$ cat config.mk
export PLATFORM = sky130hd
export DESIGN_NAME = dgld_front
export DESIGN_NICKNAME = d
export VERILOG_FILES = /design/src/rtl/core/dgld_pkg.sv /design/src/rtl/core/dgld_front.sv
export SDC_FILE = /design/constraint.sdc
export NUM_CORES = 1
export LEC_CHECK = 0
export ABC_AREA = 1
export BUFFER_PORTS_ARGS = -buffer_cell sky130_fd_sc_hd__buf_2
export CAP_MARGIN = 10
export CORE_ASPECT_RATIO = 1.2
export CORE_MARGIN = 5
export CORE_UTILIZATION = 57
export DETAILED_ROUTE_END_ITERATION = 8
export HOLD_SLACK_MARGIN = 0.1
export PLACE_DENSITY = 0.9
export SLEW_MARGIN = 20
export SYNTH_ARGS = -nofsm -noshare
export SYNTH_HDL_FRONTEND = slang
export SYNTH_SLANG_ARGS = --single-unit
$ cat constraint.sdc
create_clock -name clk -period 5.75 [get_ports clk]
set_input_delay 1.725 -clock clk [delete_from_list [all_inputs] [get_ports clk]]
set_output_delay 1.725 -clock clk [all_outputs]
set_load 0.02 [all_outputs]
$ cat src/rtl/core/dgld_pkg.sv
// Package for the diagonal Gaussian log-density block.
// Holds shared constants, the element queue entry type and the back-end state enum.
`default_nettype none
package dgld_pkg;
  localparam int MAX_ELEMENTS_DEF = 4096;
  localparam int QDEPTH = 2;
  localparam logic [63:0] LN2PI_Q32 = 64'd7893621894;
  localparam logic [63:0] LN2_Q64 = 64'hB17217F7D1CF79AC;
  localparam int LOG_FRAC_BITS = 40;

  typedef struct packed {
    logic [32:0] diff_mag;
    logic [31:0] variance;
    logic        last;
  } elem_t;

  typedef enum logic [2:0] {
    S_IDLE, S_DIV, S_LOGNORM, S_LOGSQ, S_LNMUL, S_ACC, S_FIN
  } bstate_t;
endpackage
`default_nettype wire

$ cat src/rtl/core/dgld_front.sv
// Front end: accepts input items, forms |x - mu| and pushes entries into a small FIFO.
// Depends on dgld_pkg.
`default_nettype none
module dgld_front (
  input  wire  logic             clk,
  input  wire  logic             rst,
  input  wire  logic             zero_mean,
  input  wire  logic             in_valid,
  output logic                   in_stall,
  input  wire  logic [31:0]      sample_value,
  input  wire  logic [31:0]      mean_value,
  input  wire  logic [31:0]      variance_value,
  input  wire  logic             last,
  output logic                   q_valid,
  output dgld_pkg::elem_t        q_data,
  input  wire  logic             q_pop
);
  dgld_pkg::elem_t mem [dgld_pkg::QDEPTH];
  logic rd_ptr, wr_ptr;
  logic [1:0] count;
  logic push;
  logic signed [32:0] d;
  logic signed [31:0] mu;

  assign in_stall = (count == 2'(dgld_pkg::QDEPTH));
  assign push = in_valid && !in_stall;
  assign q_valid = (count != 2'd0);
  assign q_data = mem[rd_ptr];
  assign mu = zero_mean ? 32'sd0 : $signed(mean_value);
  assign d = 33'($signed(sample_value)) - 33'(mu);

  always_ff @(posedge clk) begin
    if (push) begin
      mem[wr_ptr].diff_mag <= d[32] ? 33'(-d) : 33'(d);
      mem[wr_ptr].variance <= variance_value;
      mem[wr_ptr].last <= last;
    end
    if (rst) begin
      rd_ptr <= 1'b0;
      wr_ptr <= 1'b0;
      count <= 2'd0;
    end else begin
      if (push) wr_ptr <= ~wr_ptr;
      if (q_pop) rd_ptr <= ~rd_ptr;
      count <= count + 2'(push) - 2'(q_pop);
    end
  end
endmodule
`default_nettype wire

==> flow_metrics.py <==
metrics = {
    "status": {
        "status": "finished clean",
    },
    "global_routing": {
        "grt_pass1_vias": 7322,
        "grt_pass1_wl_um": 33100,
        "grt-ovfl-total": 0,
        "grt_max_degree": 52,
        "antenna_found_initial": 0,
        "track_usage_pct": 22.7,
    },
    "cts": {
        "clockBufferDepth": 2,
        "cts_buffers": 17,
        "clock_latency_ns": 0.41,
        "cts_setup_buffers": 0,
        "cts_tree": "yes",
        "cts_sinks": 137,
        "cts_resized": 0,
        "cts.hold.buffers_added": 0,
        "cts_root_buffer": "clkbuf_16",
        "clk_pin_slew_worst_paths_ns": 0.06,
        "htreeDepth": 4,
    },
    "worst_setup_path": {
        "cp_max_fo": 31,
        "worstPathArrival_ns": 4.92,
        "crit_path_end_kind": "flip-flop",
        "timing_worst_setup_path_type": "input port to flip-flop",
        "critPathLaunchType": "input port",
        "cp_data_required_time_ns": 5.91,
        "r2r_cells": 4,
    },
    "finish": {
        "ff_latch_area_mm2": 0.00407,
        "multiInputGateArea_mm2": 0.00414,
        "drive_gt1_share_pct": 26.8,
        "fin_nets": 1352,
        "syn2layout_area_growth_pct": 18.8,
        "diodes": 0,
        "fillers": 1229,
        "layout_common_cells": "nand2_1, buf_2, inv_1",
        "final_common_cell": "nand2_1",
        "utilization_pct": 69.5,
        "postLayoutCellArea_mm2": 0.0105,
        "fin_cells": 1428,
    },
    "synth": {
        "synthXorXnorAreaFrac_pct": 2.58,
        "synth_top_family_by_area": "simple AND/OR/NAND/NOR gates",
        "yosys.area_share.simple_pct": 27.1,
        "ys.warnings.count": 0,
        "syn_area_mm2": 0.00882,
        "synth_seq_area_share_pct": 46.1,
        "synth_cells": 1032,
        "syn_avg_cell_area_um2": 8.55,
        "synth_seq_cells": 137,
        "synth_cell_types": 39,
        "synthMuxAreaShare_pct": 8.43,
        "syn_nets": 1173,
        "synth_compound_area_share_pct": 3.06,
        "synth_fa_ha_area_share_pct": 5.62,
    },
    "pwr": {
        "powerDensity_mw_per_mm2": 317,
        "finalPower_mw": 3.32,
        "leakage_nw": 4.95,
        "ir_drop_v": 0.000186,
    },
    "detailed_routing": {
        "top_layer_used": "met4",
        "drt_first_pass_iters": 5,
        "wl_met2_um": 10400,
        "wl_um": 20100,
        "wl_met1_um": 8070,
        "wire_per_inst_um": 14.0,
        "vias": 7203,
        "routed_via_density": 5.04,
        "wl_met3_um": 1190,
        "drc": 0,
        "dr.first_iter.drc_count": 297,
        "antenna_left": 0,
    },
    "floorplanning": {
        "initial_core_util_pct": 58.5,
        "rows": 49,
        "core-area_mm2": 0.0151,
        "die_w_um": 124,
        "dieArea_mm2": 0.0181,
        "ios": 170,
        "die_y_um": 146,
    },
    "sta": {
        "tightest_slew_ns": 1.03,
        "final.min_clock_period_ns": 4.76,
        "rsz0062_at_grt": "no",
        "report.final.slew_viol_count": 0,
        "fin_ws_ns": 0.989,
        "hold_viol_final": 0,
        "final-setup-viol-count": 0,
        "holdWs_ns": 0.559,
        "tns_ns": 0,
        "finClkSkew_ns": 0.00484,
        "fin_crit_sh_pct": 82.8,
        "fmax_mhz": 210,
        "relSlewSlack_pct": 31.2,
    },
    "placed_design": {
        "numPortBuffers": 169,
        "dp.cells": 1396,
        "placedInstanceArea_mm2": 0.00991,
        "dp_slack_ns": 0.572,
        "hpwl_um": 15900,
        "place_congestion": 0.940,
    },
    "run": {
        "cap_violations": 0,
    },
    "worst_hold_path": {
        "min_path_cells": 2,
        "hp-class": "flip-flop to flip-flop",
    },
}
layer usage:
layer	global-route usage, %	vias to the layer above
met5	0	-
met4	7.87	0
met3	2.75	31
met2	41.5	220
met1	27.2	3234
li1	-	3718
critical path, cell delays in order:
cell and delay [ns]:
buf_2 0.10, inv_1 0.65, nand2_1 0.18, ha_1 0.42, nand2_1 0.14, nor2_1 0.14
inv_1 0.09, nor3_2 0.16, nand2_1 0.09, nand2_1 0.12, nand3_1 0.10, nand3_1 0.14
nand2_4 0.20, nand2_2 0.17, nand2_2 0.09, nor2_4 0.14, nand3_1 0.08, nand2_1 0.09
inv_1 0.06
layout make-up:
type / instances / share of cell area (%)
clock buffer: 17 / 4.06
clock inverter: 15 / 1.37
inverter: 152 / 5.45
multi-input combinational: 730 / 39.5
sequential: 137 / 38.8
tap: 204 / 2.44
timing repair buffer: 173 / 8.36
flip-flops by register name, summed over array words and instances, names as in the netlist, named ones only:
register / flops
wr_ptr: 1
rd_ptr: 1
count: 2
mem: 132
final timing paths:
path	slack [ns]	to	startpoint
hold / removal	0.56	rd_ptr	rd_ptr
setup / recovery	0.99	mem[0][61]	zero_mean
hold reg to reg	0.56	rd_ptr	rd_ptr
setup reg to reg	3.29	mem[0][51]	count[1]
cells in the mapped netlist:
| cell | number | share of area, % |
|---|---|---|
| mux2_2 | 66 | 8.4 |
| o21bai_1 | 4 | 0.34 |
| a21o_1 | 1 | 0.085 |
| o21ai_2 | 1 | 0.099 |
| nand3b_1 | 6 | 0.51 |
| nand2_2 | 25 | 1.8 |
| clkinv_1 | 2 | 0.085 |
| xor2_1 | 15 | 1.5 |
| xnor2_1 | 11 | 1.1 |
| nand2_4 | 3 | 0.38 |
| inv_1 | 143 | 6.1 |
| buf_2 | 1 | 0.057 |
| ha_1 | 38 | 5.4 |
| clkbuf_1 | 10 | 0.43 |
| nand3_2 | 5 | 0.57 |
| nor2_2 | 6 | 0.43 |
| buf_6 | 1 | 0.13 |
| o21ai_1 | 3 | 0.17 |
| inv_2 | 7 | 0.30 |
| nor2_4 | 2 | 0.26 |
| nand4_1 | 7 | 0.50 |
| edfxtp_1 | 132 | 45 |
| nor2_1 | 83 | 3.5 |
| nor3_2 | 1 | 0.11 |
| nand3_1 | 71 | 4.0 |
| a31oi_1 | 1 | 0.071 |
| o21ai_0 | 8 | 0.45 |
| and2_1 | 2 | 0.14 |
| o21ai_4 | 1 | 0.18 |
| nor3_1 | 8 | 0.45 |
| buf_4 | 1 | 0.085 |
| or2_2 | 1 | 0.071 |
| nor3b_1 | 2 | 0.17 |
| dfxtp_1 | 5 | 1.1 |
| fa_1 | 1 | 0.23 |
| and2_4 | 1 | 0.099 |
| nand2_1 | 330 | 14 |
| a21oi_1 | 26 | 1.5 |
| a21oi_4 | 1 | 0.18 |
where the power goes:
group	internal, mW	switching [mW]	leakage [nW]	total (mW)
Sequential	1.28	0.0403	1.27	1.32
Combinational	0.348	0.642	3.41	0.990
Clock	0.602	0.413	0.272	1.02
kinds of logic (layout without fill, tap and decap cells):
kind of cell,count (synthesis),count (layout)
compound gates,46,46
xor+xnor,26,26
fa+ha+maj,39,39
buf+inv,165,357
flops,137,137
mux,66,66
simple gates,553,553
(Power assumes the default switching activity.)
